[config.mk]
export PLATFORM = sky130hd
export DESIGN_NAME = rpt_fifo
export DESIGN_NICKNAME = d
export VERILOG_FILES = /design/src/rtl/rpt_fifo.sv
export SDC_FILE = /design/constraint.sdc
export NUM_CORES = 1
export LEC_CHECK = 0
export ABC_AREA = 1
export BUFFER_PORTS_ARGS = -buffer_cell sky130_fd_sc_hd__buf_2
export CELL_PAD_IN_SITES_DETAIL_PLACEMENT = 0
export CELL_PAD_IN_SITES_GLOBAL_PLACEMENT = 2
export CORE_MARGIN = 2
export CORE_UTILIZATION = 32
export DETAILED_ROUTE_END_ITERATION = 7
export GPL_ROUTABILITY_DRIVEN = 0
export PLACE_DENSITY = 0.78
export SLEW_MARGIN = 25
export SYNTH_ARGS = -nofsm -noshare
export SYNTH_HDL_FRONTEND = slang
export SYNTH_SLANG_ARGS = --single-unit
[constraint.sdc]
create_clock -name clk -period 1.6 [get_ports clk]
set_input_delay 0.4 -clock clk [delete_from_list [all_inputs] [get_ports clk]]
set_output_delay 0.4 -clock clk [all_outputs]
set_load 0.01 [all_outputs]
[src/rtl/rpt_fifo.sv]
// ----------------------------------------------------------------------------
// rpt_fifo: small register queue
// First-in first-out buffer with show-ahead output, DEPTH entries of W bits.
// ----------------------------------------------------------------------------
`default_nettype none

module rpt_fifo #(
  parameter int W     = 8,
  parameter int DEPTH = 2
) (
  input  wire logic         clk,
  input  wire logic         rst_n,
  input  wire logic         push,
  input  wire logic [W-1:0] din,
  output logic              full,
  input  wire logic         pop,
  output logic [W-1:0]      dout,
  output logic              empty
);

  localparam int AW = (DEPTH > 1) ? $clog2(DEPTH) : 1;
  localparam int CW = $clog2(DEPTH + 1);

  logic [W-1:0]  mem_r [DEPTH];
  logic [AW-1:0] wr_ptr_r, wr_ptr_nxt;
  logic [AW-1:0] rd_ptr_r, rd_ptr_nxt;
  logic [CW-1:0] cnt_r, cnt_nxt;
  logic          do_push, do_pop;

  assign full    = (cnt_r == CW'(DEPTH));
  assign empty   = (cnt_r == '0);
  assign do_push = push && !full;
  assign do_pop  = pop && !empty;
  assign dout    = mem_r[rd_ptr_r];

  always_comb begin
    wr_ptr_nxt = wr_ptr_r;
    rd_ptr_nxt = rd_ptr_r;
    cnt_nxt    = cnt_r;
    if (do_push) begin
      wr_ptr_nxt = (wr_ptr_r == AW'(DEPTH - 1)) ? '0 : wr_ptr_r + 1'b1;
    end
    if (do_pop) begin
      rd_ptr_nxt = (rd_ptr_r == AW'(DEPTH - 1)) ? '0 : rd_ptr_r + 1'b1;
    end
    if (do_push && !do_pop) begin
      cnt_nxt = cnt_r + 1'b1;
    end else if (do_pop && !do_push) begin
      cnt_nxt = cnt_r - 1'b1;
    end
  end

  always_ff @(posedge clk) begin
    if (!rst_n) begin
      wr_ptr_r <= '0;
      rd_ptr_r <= '0;
      cnt_r    <= '0;
    end else begin
      wr_ptr_r <= wr_ptr_nxt;
      rd_ptr_r <= rd_ptr_nxt;
      cnt_r    <= cnt_nxt;
    end
  end

  always_ff @(posedge clk) begin
    if (do_push) begin
      mem_r[wr_ptr_r] <= din;
    end
  end

endmodule

`default_nettype wire

* Word-level counts from Yosys, hierarchy flattened
Memories as Yosys holds them, arrays and structs flattened. A register that Yosys moved wholly into a read port is not among the register bits.
Index checks and enable logic that the tools add are counted.
** Word-level totals
- Flip-flop bits (word level) :: 4
- Latch bits :: 0
- Memory bits (writable) :: 16
- ROM bits :: 0
- Input bits :: 12
- Output and inout port bits :: 10
- Word-level logic and storage cells :: 27
- Memories :: 1
** Memories
- mem_r :: depth 2, bits a word 8, read ports 1, clocked after memory_dff 1, write ports 1, line 24 : logic [W-1:0] mem_r [DEPTH];
** Cells by class
- Add/subtract/negate cells :: 4
- $mul :: 0
- Div/mod/pow operators :: 0
- Magnitude comparators :: 0
- Equality and inequality tests :: 1
- Shift operators :: 0
- Muxes and demuxes :: 8
- Bitwise operators :: 0
- Reductions and logical operators :: 10
** Operator list (count)
- $mux W1 :: 6
- $logic_and A1 B1 Y1 :: 4
- $logic_not A1 Y1 :: 4
- $mux W2 :: 2
- $add A1 B1 Y1 const B :: 2
- $add A2 B1 Y2 const B :: 1
- $eq A2 B2 Y1 const B :: 1
- $logic_not A2 Y1 :: 1
- $reduce_bool A2 Y1 :: 1
- $sub A2 B1 Y2 const B :: 1

* Longest topological paths before layout
- Depth in word-level cells :: 7
- Depth in mapped cells :: 10
- Depth with buffers taken out :: 10

* Least setup slack after synthesis
No wires, ideal clock.
- Kind :: register to register
- From :: register cnt_r[0]
- To :: register cnt_r[1]
- Arrival :: 1.258 ns
- Required time :: 1.536 ns
- Path slack :: 0.278 ns
- Stages on the path, launching flop included :: 10
- Path buffers :: 0
- Cell sequence :: dfxtp_1 > nor2_1 > nor2_2 > inv_1 > ha_1 > inv_1 > nand3_1 > nand2_1 > inv_1 > nor2_1
** On the way
- Word-level cells in the longest chain between the ends :: 6
** RTL lines
- start, declared :: line 27 : logic [CW-1:0] cnt_r, cnt_nxt;
- start signal, assigned :: line 61 : cnt_r <= cnt_nxt;
- $logic_not A2 Y1 * :: line 31 : assign empty = (cnt_r == '0);
- named net empty :: line 18 : output logic empty
- $logic_not A1 Y1 * :: line 33 : assign do_pop = pop && !empty;
- $logic_and A1 B1 Y1 * :: line 33
- $logic_not A1 Y1 :: line 46 : if (do_push && !do_pop) begin
- $logic_and A1 B1 Y1 :: line 46
- $mux W2 or $reduce_bool A2 Y1 (tied branches)
The timed path passes the listed nets; every way through them passes the cells marked *. The select of a mux whose other input is x is not followed.
A chain may end at the register's enable or synchronous reset.

==> results by group <==
GRT
  – Largest net degree at the start of global routing: 12
  – GRT Residual Overflow: 0
  – Tot GR Track Use: 8.92%
  – Initial antenna violation count: 0
  – Vias in the first global route: 454
  – First-pass GRT wire length: 1810 microns

Setup path
  – Path depth of the worst reg2reg path: 9
  – Startpoint types: flip-flop
  – Slowest stage cell, crit path: dfxtp_4
  – Buf+Inv Stages, Crit Path: 1
  – Worst r2r src: cnt_r[0]
  – Slowest stage delay, CP: 450 ps
  – Crit-path max FO: 8
  – Critical path required time: 1200 ps
  – Worst path top cell family by delay: flip-flops
  – R2r setup slk: 190 ps
  – Critical path, cell by cell: mux2_4 -> buf_6
  – Critical path endpoint category: output port
  – End of the critical path: dout[7]
  – RR Endpoint: cnt_r[1]
  – Worst setup path class: reg2out
  – Crit. path cell count: 2
  – Crit path DAT: 1190 ps

Synth
  – Post-Syn Nets: 76
  – Synth unique cells: 15
  – Cell count after synthesis: 63
  – Post-Syn Area: 823 sq um
  – Yosys reg bits: 21
  – Yosys Warn Count: 0
  – Syn avg cell area: 13.1 sq um
  – Sequential share of the synthesized area: 70.5%

Floorplanning
  – I/O Pins: 22
  – Num rows: 18
  – Die Span Y: 54.7 microns
  – CORE AREA: 0.00245 sq mm
  – Starting Density: 33.5%
  – Die area: 0.00299 sq mm
  – Die width: 54.7 microns

Detailed routing
  – Drt total wl: 1280 microns
  – Vias/cell: 4.39
  – DRC: 0
  – Via count: 523
  – Drt initial violations: 6
  – DRT Pass-1 Iters: 4
  – Antenna-violating nets left: 0
  – Wire per inst: 10.7 microns

Timing
  – Setup TNS: 0 ps
  – Final hold viol count: 0
  – Worst hold slack: 293 ps
  – Max Transition Viols Final: 0
  – Min Clock Period, post-route: 1590 ps
  – Tcrit/Tclk final: 99.1%
  – Worst-margin pin slew: 190 ps
  – Final setup viols: 0
  – RSZ-0062 raised after global routing: yes
  – Max Fclk: 0.631 GHz
  – Clock Skews: 3.33 ps
  – Slew Limit Headroom: 87.3%

Clocking
  – H-tree depth: 1
  – Hold Buf Count CTS: 0
  – Worst-path clk slew: 110 ps
  – Root buf cell: clkbuf_4
  – Cts bufs inserted: 3
  – Sink Count: 21
  – Clock Latency Late Sink: 290 ps
  – CTS tree: yes
  – Clk buf depth: 2

Placed design
  – Hpwl dp: 976 microns
  – PortBufs: 21
  – DP Area: 976 sq um

Power and ir drop
  – Power density over the cells: 1450 mW/mm^2
  – Clk pwr share: 15.2%
  – Comb pwr share: 35.6%
  – Max VDD drop: 0.000808 V
  – Sw power: 0.000476 W
  – Sw Share: 30.2%
  – Pint: 0.00110 W
  – P_leak: 0.464 nW
  – Flop pwr share: 49.2%

Layout
  – NumNets Final: 103
  – Fillers: 237
  – Area Overhead vs Synth: 31.9%
  – Most common cell after layout, fill and taps aside: edfxtp_1
  – Post-Layout Inst Area: 0.00109 sq mm
  – N_diodes: 0
  – Util after Layout: 44.2%
  – Most frequent cells in the layout: edfxtp_1, buf_2, nor2_1
  – Layout cells sized above 1: 42.7%

Outcome
  – Outcome: finished, final reports clean

Min path
  – HP Class: in2reg

Flow run
  – Max Cap Viol: 0
[state kept, by name (all words and copies together), names as in the netlist, named ones only]
register and cells:
rd_ptr_r 1, cnt_r 2, mem_r 16, wr_ptr_r 1
[routing by layer]
metal / up-vias / track usage (%) / part of all wire (%)
met4: 0 / 3.75 / 0
li1: 266 / - / -
met1: 242 / 10.0 / 46
met3: 0 / 3.55 / 6.7
met5: - / 0 / 0
met2: 15 / 14.9 / 47
[worst min path at each step]
stage	startpoint	endpoint	slack (ps)	depth (start not counted)
2_1_floorplan	rd_ptr_r	flip-flop	470	2
3_3_place_gp	rd_ptr_r	rd_ptr_r	480	2
3_5_place_dp	wr_ptr_r	wr_ptr_r	500	2
4_1_cts	din[1]	mem_r[1][1]	280	1
5_1_grt	din[6]	mem_r[0][6]	270	1
6_report	din[1]	mem_r[1][1]	290	1
[cell type report]
cell class                 instances  area (sq um)  share of cell area (%)
sequential                        21           584                    53.8
multi-input combinational         32           234                    21.5
timing repair buffer              23           170                    15.7
tap                               30          37.5                    3.46
inverter                           9          33.8                    3.11
clock buffer                       4          26.3                    2.42
[synthesized netlist by cell type]
cell	instances	area (sq um)
inv_1	8	30.0
nor2_1	10	37.5
o21ai_0	2	10.0
o21ai_2	1	8.76
mux2_2	8	90.1
nor2_2	1	6.26
a21oi_1	1	5.00
edfxtp_1	16	480
buf_2	1	5.00
dfxtp_1	5	100
nand2_1	6	22.5
nand4_1	1	6.26
inv_2	1	3.75
ha_1	1	12.5
nand3_1	1	5.00
[worst register-to-register path, stage by stage (launching register included)]
cell and delay, ps:
dfxtp_1 430, nor2_1 90, nor2_2 140, inv_1 60
ha_1 320, inv_1 80, nand3_1 70, nand2_1 60
inv_1 30, nor2_1 80
[power by group through the flow]
stage | logic (W) | clock network, W | registers, W
global route | 0.000629 | 0.000276 | 0.000787
global placement | 0.000450 | 0 | 0.000772
CTS | 0.000461 | 0.000252 | 0.000770
finish | 0.000561 | 0.000240 | 0.000776
detailed placement | 0.000455 | 0 | 0.000774
floorplan | 0.000329 | 0 | 0.000743
[timing repair]
item                       in CTS  in global routing
pin swaps                       0                  0
setup buffers                   0                  0
setup endpoints to repair       8                  8
resized for setup               3                 15
[stage by stage]
stage | cells | setup slack, ps | power [W]
after floorplan | 63 | 278 | 0.00107
after global routing | 119 | -34.9 | 0.00169
final | 119 | 14.1 | 0.00158
after detailed placement | 115 | 136 | 0.00123
after CTS | 119 | -14.5 | 0.00148
after global placement | 115 | 138 | 0.00122
[cells by family (layout without fill, tap and decap cells)]
| kind of cell | Yosys count | count (layout) | synth area share [%] |
|---|---|---|---|
| buf+inv | 10 | 36 | 4.71 |
| fa+ha+maj | 1 | 1 | 1.52 |
| simple gates | 19 | 19 | 9.42 |
| mux | 8 | 8 | 10.9 |
| compound gates | 4 | 4 | 2.89 |
| flops | 21 | 21 | 70.5 |
Power figures use the tool's default switching activity.
