**src/rtl/rpt_pkg.sv**
```systemverilog
// ----------------------------------------------------------------------------
// rpt_pkg: shared types and sequencing table for the relative pose transform
// Job and result records, operand codes and the per-step micro-op table.
// ----------------------------------------------------------------------------
`default_nettype none

package rpt_pkg;

  localparam int QUAT_FRAC_BITS = 30;
  localparam int QUEUE_DEPTH    = 2;
  localparam int NUM_STEPS      = 52;
  localparam int STEP_W         = $clog2(NUM_STEPS);

  typedef struct packed {
    logic signed [31:0] bq_x;
    logic signed [31:0] bq_y;
    logic signed [31:0] bq_z;
    logic signed [31:0] bq_w;
    logic signed [31:0] tq_x;
    logic signed [31:0] tq_y;
    logic signed [31:0] tq_z;
    logic signed [31:0] tq_w;
    logic signed [48:0] d_x;
    logic signed [48:0] d_y;
    logic signed [48:0] d_z;
  } job_t;

  typedef struct packed {
    logic signed [47:0] p_x;
    logic signed [47:0] p_y;
    logic signed [47:0] p_z;
    logic signed [31:0] q_x;
    logic signed [31:0] q_y;
    logic signed [31:0] q_z;
    logic signed [31:0] q_w;
  } result_t;

  typedef enum logic [3:0] {
    OA_BX, OA_BY, OA_BZ, OA_BW,
    OA_M0, OA_M1, OA_M2, OA_M3, OA_M4, OA_M5, OA_M6, OA_M7, OA_M8
  } opa_t;

  typedef enum logic [3:0] {
    OB_BX, OB_BY, OB_BZ, OB_BW,
    OB_TX, OB_TY, OB_TZ, OB_TW,
    OB_DXL, OB_DYL, OB_DZL, OB_DXH, OB_DYH, OB_DZH
  } opb_t;

  typedef enum logic [4:0] {
    D_NONE,
    D_M0, D_M1, D_M2, D_M3, D_M4, D_M5, D_M6, D_M7, D_M8,
    D_QX, D_QY, D_QZ, D_QW,
    D_PX, D_PY, D_PZ
  } dst_t;

  typedef struct packed {
    opa_t a;
    opb_t b;
    logic neg;
    logic shl;
    logic clr;
    dst_t dst;
  } uop_t;

  function automatic uop_t mk(opa_t a, opb_t b, logic neg, logic shl, logic clr, dst_t dst);
    uop_t u;
    u.a   = a;
    u.b   = b;
    u.neg = neg;
    u.shl = shl;
    u.clr = clr;
    u.dst = dst;
    return u;
  endfunction

  // rotation matrix terms, relative quaternion, then the three rotated rows
  function automatic uop_t uop(logic [STEP_W-1:0] s);
    uop_t u;
    case (s)
      6'd0:  u = mk(OA_BY, OB_BY, 1'b0, 1'b0, 1'b1, D_NONE);
      6'd1:  u = mk(OA_BZ, OB_BZ, 1'b0, 1'b0, 1'b0, D_M0);
      6'd2:  u = mk(OA_BX, OB_BY, 1'b0, 1'b0, 1'b1, D_NONE);
      6'd3:  u = mk(OA_BZ, OB_BW, 1'b0, 1'b0, 1'b0, D_M1);
      6'd4:  u = mk(OA_BX, OB_BZ, 1'b0, 1'b0, 1'b1, D_NONE);
      6'd5:  u = mk(OA_BY, OB_BW, 1'b1, 1'b0, 1'b0, D_M2);
      6'd6:  u = mk(OA_BX, OB_BY, 1'b0, 1'b0, 1'b1, D_NONE);
      6'd7:  u = mk(OA_BZ, OB_BW, 1'b1, 1'b0, 1'b0, D_M3);
      6'd8:  u = mk(OA_BX, OB_BX, 1'b0, 1'b0, 1'b1, D_NONE);
      6'd9:  u = mk(OA_BZ, OB_BZ, 1'b0, 1'b0, 1'b0, D_M4);
      6'd10: u = mk(OA_BY, OB_BZ, 1'b0, 1'b0, 1'b1, D_NONE);
      6'd11: u = mk(OA_BX, OB_BW, 1'b0, 1'b0, 1'b0, D_M5);
      6'd12: u = mk(OA_BX, OB_BZ, 1'b0, 1'b0, 1'b1, D_NONE);
      6'd13: u = mk(OA_BY, OB_BW, 1'b0, 1'b0, 1'b0, D_M6);
      6'd14: u = mk(OA_BY, OB_BZ, 1'b0, 1'b0, 1'b1, D_NONE);
      6'd15: u = mk(OA_BX, OB_BW, 1'b1, 1'b0, 1'b0, D_M7);
      6'd16: u = mk(OA_BX, OB_BX, 1'b0, 1'b0, 1'b1, D_NONE);
      6'd17: u = mk(OA_BY, OB_BY, 1'b0, 1'b0, 1'b0, D_M8);
      6'd18: u = mk(OA_BW, OB_TX, 1'b0, 1'b0, 1'b1, D_NONE);
      6'd19: u = mk(OA_BX, OB_TW, 1'b1, 1'b0, 1'b0, D_NONE);
      6'd20: u = mk(OA_BY, OB_TZ, 1'b1, 1'b0, 1'b0, D_NONE);
      6'd21: u = mk(OA_BZ, OB_TY, 1'b0, 1'b0, 1'b0, D_QX);
      6'd22: u = mk(OA_BW, OB_TY, 1'b0, 1'b0, 1'b1, D_NONE);
      6'd23: u = mk(OA_BX, OB_TZ, 1'b0, 1'b0, 1'b0, D_NONE);
      6'd24: u = mk(OA_BY, OB_TW, 1'b1, 1'b0, 1'b0, D_NONE);
      6'd25: u = mk(OA_BZ, OB_TX, 1'b1, 1'b0, 1'b0, D_QY);
      6'd26: u = mk(OA_BW, OB_TZ, 1'b0, 1'b0, 1'b1, D_NONE);
      6'd27: u = mk(OA_BX, OB_TY, 1'b1, 1'b0, 1'b0, D_NONE);
      6'd28: u = mk(OA_BY, OB_TX, 1'b0, 1'b0, 1'b0, D_NONE);
      6'd29: u = mk(OA_BZ, OB_TW, 1'b1, 1'b0, 1'b0, D_QZ);
      6'd30: u = mk(OA_BW, OB_TW, 1'b0, 1'b0, 1'b1, D_NONE);
      6'd31: u = mk(OA_BX, OB_TX, 1'b0, 1'b0, 1'b0, D_NONE);
      6'd32: u = mk(OA_BY, OB_TY, 1'b0, 1'b0, 1'b0, D_NONE);
      6'd33: u = mk(OA_BZ, OB_TZ, 1'b0, 1'b0, 1'b0, D_QW);
      6'd34: u = mk(OA_M0, OB_DXL, 1'b0, 1'b0, 1'b1, D_NONE);
      6'd35: u = mk(OA_M0, OB_DXH, 1'b0, 1'b1, 1'b0, D_NONE);
      6'd36: u = mk(OA_M1, OB_DYL, 1'b0, 1'b0, 1'b0, D_NONE);
      6'd37: u = mk(OA_M1, OB_DYH, 1'b0, 1'b1, 1'b0, D_NONE);
      6'd38: u = mk(OA_M2, OB_DZL, 1'b0, 1'b0, 1'b0, D_NONE);
      6'd39: u = mk(OA_M2, OB_DZH, 1'b0, 1'b1, 1'b0, D_PX);
      6'd40: u = mk(OA_M3, OB_DXL, 1'b0, 1'b0, 1'b1, D_NONE);
      6'd41: u = mk(OA_M3, OB_DXH, 1'b0, 1'b1, 1'b0, D_NONE);
      6'd42: u = mk(OA_M4, OB_DYL, 1'b0, 1'b0, 1'b0, D_NONE);
      6'd43: u = mk(OA_M4, OB_DYH, 1'b0, 1'b1, 1'b0, D_NONE);
      6'd44: u = mk(OA_M5, OB_DZL, 1'b0, 1'b0, 1'b0, D_NONE);
      6'd45: u = mk(OA_M5, OB_DZH, 1'b0, 1'b1, 1'b0, D_PY);
      6'd46: u = mk(OA_M6, OB_DXL, 1'b0, 1'b0, 1'b1, D_NONE);
      6'd47: u = mk(OA_M6, OB_DXH, 1'b0, 1'b1, 1'b0, D_NONE);
      6'd48: u = mk(OA_M7, OB_DYL, 1'b0, 1'b0, 1'b0, D_NONE);
      6'd49: u = mk(OA_M7, OB_DYH, 1'b0, 1'b1, 1'b0, D_NONE);
      6'd50: u = mk(OA_M8, OB_DZL, 1'b0, 1'b0, 1'b0, D_NONE);
      6'd51: u = mk(OA_M8, OB_DZH, 1'b0, 1'b1, 1'b0, D_PZ);
      default: u = mk(OA_BX, OB_BX, 1'b0, 1'b0, 1'b1, D_NONE);
    endcase
    return u;
  endfunction

endpackage

`default_nettype wire

```
**src/rtl/rpt_front.sv**
```systemverilog
// ----------------------------------------------------------------------------
// rpt_front: pose intake
// Holds the latest target pose and issues a job for a base pose with a target
// pending, carrying the position difference and both quaternions.
// ----------------------------------------------------------------------------
`default_nettype none

module rpt_front (
  input  wire logic                clk,
  input  wire logic                rst_n,
  input  wire logic                accept,
  input  wire logic                action,
  input  wire logic signed [47:0]  pos_x,
  input  wire logic signed [47:0]  pos_y,
  input  wire logic signed [47:0]  pos_z,
  input  wire logic signed [31:0]  quat_x,
  input  wire logic signed [31:0]  quat_y,
  input  wire logic signed [31:0]  quat_z,
  input  wire logic signed [31:0]  quat_w,
  output logic                     job_push,
  output rpt_pkg::job_t            job
);

  logic               pending_r, pending_nxt;
  logic signed [47:0] hp_x_r, hp_y_r, hp_z_r;
  logic signed [31:0] hq_x_r, hq_y_r, hq_z_r, hq_w_r;

  assign job_push = accept && !action && pending_r;

  always_comb begin
    pending_nxt = pending_r;
    if (accept) begin
      pending_nxt = action ? 1'b1 : 1'b0;
    end
  end

  always_comb begin
    job.bq_x = quat_x;
    job.bq_y = quat_y;
    job.bq_z = quat_z;
    job.bq_w = quat_w;
    job.tq_x = hq_x_r;
    job.tq_y = hq_y_r;
    job.tq_z = hq_z_r;
    job.tq_w = hq_w_r;
    job.d_x  = {hp_x_r[47], hp_x_r} - {pos_x[47], pos_x};
    job.d_y  = {hp_y_r[47], hp_y_r} - {pos_y[47], pos_y};
    job.d_z  = {hp_z_r[47], hp_z_r} - {pos_z[47], pos_z};
  end

  always_ff @(posedge clk) begin
    if (!rst_n) begin
      pending_r <= 1'b0;
    end else begin
      pending_r <= pending_nxt;
    end
  end

  always_ff @(posedge clk) begin
    if (accept && action) begin
      hp_x_r <= pos_x;
      hp_y_r <= pos_y;
      hp_z_r <= pos_z;
      hq_x_r <= quat_x;
      hq_y_r <= quat_y;
      hq_z_r <= quat_z;
      hq_w_r <= quat_w;
    end
  end

endmodule

`default_nettype wire

```
**config.mk**
```make
export PLATFORM = sky130hd
export DESIGN_NAME = rpt_front
export DESIGN_NICKNAME = d
export VERILOG_FILES = /design/src/rtl/rpt_pkg.sv /design/src/rtl/rpt_front.sv
export SDC_FILE = /design/constraint.sdc
export NUM_CORES = 1
export LEC_CHECK = 0
export ABC_AREA = 0
export CAP_MARGIN = 15
export CELL_PAD_IN_SITES_DETAIL_PLACEMENT = 1
export CELL_PAD_IN_SITES_GLOBAL_PLACEMENT = 1
export CORE_AREA = 2 2 268 270
export CTS_CLUSTER_SIZE = 8
export DETAILED_ROUTE_END_ITERATION = 12
export DIE_AREA = 0 0 270 272
export DONT_BUFFER_PORTS = 1
export PLACE_DENSITY = 0.47
export SYNTH_ARGS = -nofsm -noshare
export SYNTH_HDL_FRONTEND = slang
export SYNTH_SLANG_ARGS = --single-unit
```
**constraint.sdc**
```tcl
create_clock -name clk -period 7.6 [get_ports clk]
set_clock_uncertainty 0.05 [all_clocks]
set_input_delay 0.38 -clock clk [delete_from_list [all_inputs] [get_ports clk]]
set_output_delay 0.38 -clock clk [all_outputs]
set_load 0.005 [all_outputs]
```
# Word level (Yosys, flattened, before mapping)
# Cells that the tools add are included.
[totals] ff_bits=273 latchBits=0 ram_bits=0 mem_bits_ro=0 word_cells=16 memories=0
[classes] addsub=3 n_mul=0 n_div=0 magnitude_cmp=0 n_eq_ne=0 shifts=0 n_mux=1 bitwise_logic=0 n_reduce_logical=4
[op_table] operator="48-bit by 48-bit subtractor with 49-bit output" n=3
[op_table] operator="1-bit logical AND" n=3
[op_table] operator="1-bit zero test" n=1
[op_table] operator="1-bit two-way mux" n=1

# Logic depth before layout (Yosys ltp)
[logic_depth] depth_word=3 depth_mapped=12 mapped_depth_nobuf=12

# Worst setup path before layout
# Ideal clock, no wire load.
[synth_path] kind="input-to-reg" start="input port action" end="register hp_x_r[0] (enable)" arrival_ns=6.538 required_ns=6.883 path_slack_ns=0.344 cell_stages=1 path_buffers=0 cell_sequence="and2_1"
[synth_between] elab_chain_len=1
[synth_lines] item="from (decl)" line_no="rpt_front.sv:12" text="input wire logic action,"
[synth_lines] item="1-bit logical AND" line_no="rpt_front.sv:60" text="if (accept && action) begin"
[synth_lines] item="to (signal assigned)" line_no="rpt_front.sv:61" text="hp_x_r <= pos_x;"
[synth_lines] item="to (decl)" line_no="rpt_front.sv:25" text="logic signed [47:0] hp_x_r, hp_y_r, hp_z_r;"
# No other way between the ends.
# A chain may end at the register's enable or synchronous reset.

==> reports/results.txt <==
Synthesis inferred 273 register bits. The worst hold margin is 0.240 ns, and the initial core utilization is 25.5%. The fraction of the mapped netlist area in compound gates was 18.6%; the weighted congestion reported at the end of routability-driven placement was 0.932.

The share of total power dissipated in combinational logic is 25.8%. Clock-pin slew was measured on the worst setup and hold paths at 0.05 ns. Counting flops with an async set or reset pin after synthesis yields a share of 0%.

The number of nets handed over by synthesis was 2180. Global routing consumed, on the met2 layer, 34.6% of the routing resources. For the number of buffers created by CTS, the log shows 41.

The layout cell share with drive strength beyond 1 came out at 4.80%. Counting every sink on the clock net gives 273. The multiplexer share of the synthesized area came out at 0%. The main combinational cell family by area after synthesis was compound AO/OA/AOI/OAI gates. The cell count of the worst hold path works out to 1.

The tools report the critical path data required time as 7.17 ns. The number of H-tree branching levels is 2, and the setup slack on the worst flop-to-flop path is 6.29 ns. The worst slack at placement was 3.88 ns; the number of iterations in the first detailed-routing pass was 5. The net count reported at finish is 2326, and the count of flip-flops with a built-in enable after synthesis is 272. The count of input and output buffers was 0. Along the worst path, the maximum fanout reaches 3.

The run gives 0 as the remaining design rule violation count. The capturing element type of the critical path was an output port. The met3 track demand over resource in global routing is 12.6%, and the die height is 272 microns.

The library cells used most frequently in the layout, excluding fill and tap cells, are 274 x dlygate4sd3_1, 272 x edfxtp_1, 189 x inv_1. For the detailed placement HPWL, the log shows 60.4 mm. Clock tree synthesis selected as its root buffer the cell clkbuf_16. In this run the most critical hold path is launched from action. The tools report the via count of the first global-routing pass as 15.4k. Cell count after placement: 2536.

The final standard cell utilization of the core was 31.3%. Routed wirelength normalized by instance count: 28.7 microns. Leaving out fill and tap cells, the most frequent cell in the layout is dlygate4sd3_1.

For the final routed database, the setup TNS stands at 0 ns. The later pin in the worst-skew pair is clocked with a latency of 0.56 ns. The run gives 3.80 ns as the signal arrival time at the worst endpoint. The flip-flop cell with the highest count after synthesis was edfxtp_1. The achievable frequency is 237 MHz. For the number of failing hold endpoints at the final stage, the log shows 0. Of the total synthesized cell area, the portion taken by XOR and XNOR cells is 6.25%. In this run the horizontal extent of the chip is 270 microns. The flow ran to the end, and the final reports show no timing, DRC or antenna violations.

Setup violations remaining at the end of the flow were counted as 0. TritonCTS built the clock tree. The tools report the nature of the critical path startpoint as a flip-flop. Global routing used 22.0% of the available tracks across all layers. The endpoint of the worst-slack reg-to-reg timing path is pending_r. The total overflow left after global routing is 0.

Of the total power, registers draw 38.4%. The tools report the routed wire length as 83.9 mm. The simple logic cell fraction of the synthesized area was 9.13%. At the pin with the least slew margin, the transition time is 1.12 ns. The switching fraction of total power is 32.7%, and the areal power density over the cells is 216 nW/um^2.

Post-CTS resize count: 0. The floorplan has 98 rows. The post-route non-filler standard cell count is 2920, and the fraction of met1 tracks used by global routing is 25.6%. Instance count of the mapped netlist: 1757. Mean post-synth cell area: 10.3 sq um. The first global-routing pass estimated 117 mm of wire.

Summing every instance area after synthesis gives 18100 sq um. The die outline area was 73400 sq um. After detailed routing, the number of vias per cell comes to 5.08. The routed layout has 14.8k vias. Setup repair after global routing left no endpoint under its margin. During synthesis, Yosys emitted a total of 0 warnings. In this run the static leakage power is 0.00884 uW. IR analysis of the VDD net gives a maximum drop of 0.159 mV. Clock network fraction of design power: 35.9%.

Entering global routing, the biggest net connects 156 pins. 680 I/O pins were placed. Compared with the post-synthesis result, the final layout area differs by 22.6%. The worst hold path belongs to the class input pin to flip-flop. Violation count after the first detailed-routing iteration: 935. The hold path endpoint was hp_y_r[46].

Headroom to the max-slew limit came out at 25.5%. The tools report the internal power contribution as 3210 uW. The source of the worst register-to-register timing path was pending_r. The adder-cell area share of the yosys netlist was 10.3%; the share of the yosys chip area belonging to registers was 45.3%. The smallest clock period supported by the final layout is computed as 4.23 ns.

In this run the remaining antenna-violating nets after routing total 0. Deepest clock path buffer count: 3. The critical path class is flip-flop to output port. The layer with the highest usage is met2. The worst-case setup margin in the final layout was 3.37 ns. The initial antenna violation count came out at 61. The max-cap check violation count is 0, and the distinct cell type count after synthesis is 83. The worst-case reg-to-reg path depth is 3. The worst path uses 55.6% of the clock period.

The analysis attributes to net switching a power of 1560 uW. The floorplan core area is 70800 sq um, and the number of slew-limit violations in the final report is 0.
==> critical path, stage by stage, from the launching register on <==
cell       delay, ns
edfxtp_1        0.32
inv_1           0.04
ha_1            0.20
fa_1            0.40
nor2b_1         0.20
o2111ai_1       0.18
a21oi_1         0.36
o21ai_1         0.18
a2111oi_2       0.46
o21ai_1         0.23
a211o_1         0.33
nand2_1         0.10
xor2_1          0.25
==> power groups by stage <==
| stage | sequential [uW] | combinational [uW] | clock (uW) |
|---|---|---|---|
| 2_1_floorplan | 1850 | 821 | 0 |
| 3_3_place_gp | 1860 | 1080 | 0 |
| 3_5_place_dp | 1860 | 1080 | 0 |
| 4_1_cts | 1830 | 1240 | 1760 |
| 5_1_grt | 1840 | 1340 | 1810 |
| 6_report | 1830 | 1230 | 1710 |
==> cells in the mapped netlist, types with 5 or more instances <==
cell type    n  area, sq um
nor3_1      18         90.1
a21oi_1    155          776
o211ai_1     5         37.5
a211oi_1     9         67.6
ha_1       144         1800
o221ai_1     5         43.8
nor2b_1     20          125
o2111ai_1    5         43.8
and3_1      13         81.3
o21bai_1    26          195
nand3_1     28          140
clkbuf_1    25         93.8
nand4_1     25          156
edfxtp_1   272         8170
xor2_1      57          499
a31o_2       5         43.8
a31oi_1     17          106
or3_1        6         37.5
nor2_1      88          330
a21boi_0     5         37.5
inv_1      189          709
o21a_1      34          255
buf_2       15         75.1
xnor2_1     72          631
o21ai_0     79          395
a21o_1      80          601
and2_1       8         50.1
buf_4      131          983
o31ai_1      8         60.1
nand2_1    108          405
o21ai_1     10         50.1
nand2b_1     7         43.8
==> registers in the layout, indices dropped and copies added, names as in the netlist <==
| register | cells |
|---|---|
| hp_x_r | 48 |
| hp_y_r | 48 |
| hq_z_r | 32 |
| hp_z_r | 48 |
| hq_x_r | 32 |
| hq_y_r | 32 |
| pending_r | 1 |
| hq_w_r | 32 |
==> per-layer routing <==
| layer | vias up | routed length [microns] |
|---|---|---|
| met5 | - | 193 |
| met4 | 22 | 2190 |
| met3 | 182 | 10300 |
| met2 | 701 | 37400 |
| li1 | 6554 | - |
| met1 | 7388 | 33700 |
==> kinds of logic (layout without fill, tap and decap cells) <==
family | Yosys count | after routing
compound gates | 501 | 501
xor+xnor | 129 | 129
fa+ha+maj | 147 | 147
buf+inv | 363 | 522
flops | 273 | 273
other cells | 0 | 54
simple gates | 344 | 344
==> what timing repair did <==
action	in CTS	in global routing
buffers inserted	0	0
hold buffers	274	0
endpoints found under the setup margin	0	0
hold endpoints to repair	273	0
==> worst max-delay path by stage <==
stage                     slack [ns]  cells past startpoint  startpoint         to
after global routing            3.03                     10   hp_x_r[3]   job[139]
after CTS                       3.25                     10   hp_x_r[1]   job[137]
after global placement          3.87                     11    pos_z[0]    job[44]
after floorplan                 0.34                      1      action  hp_x_r[0]
after detailed placement        3.88                     11    pos_x[1]   job[137]
final                           3.37                     12   hp_z_r[0]    job[44]
==> metrics by stage <==
stage | instance area [sq um] | power [uW]
final | 22100 | 4770
after global routing | 22100 | 4980
after CTS | 22000 | 4830
after detailed placement | 18100 | 2940
after global placement | 18100 | 2940
after floorplan | 18100 | 2670
==> area by class of cell <==
cell class | instances | area, sq um
diodes | 54 | 135
clock buffers | 50 | 1060
clock inverters | 6 | 77.6
fillers | 8034 | 48600
inverters | 189 | 709
multi-input cells | 1121 | 8000
flip-flops and latches | 273 | 8190
well taps | 950 | 1190
repair buffers | 277 | 2780
(Power assumes the default switching activity.)
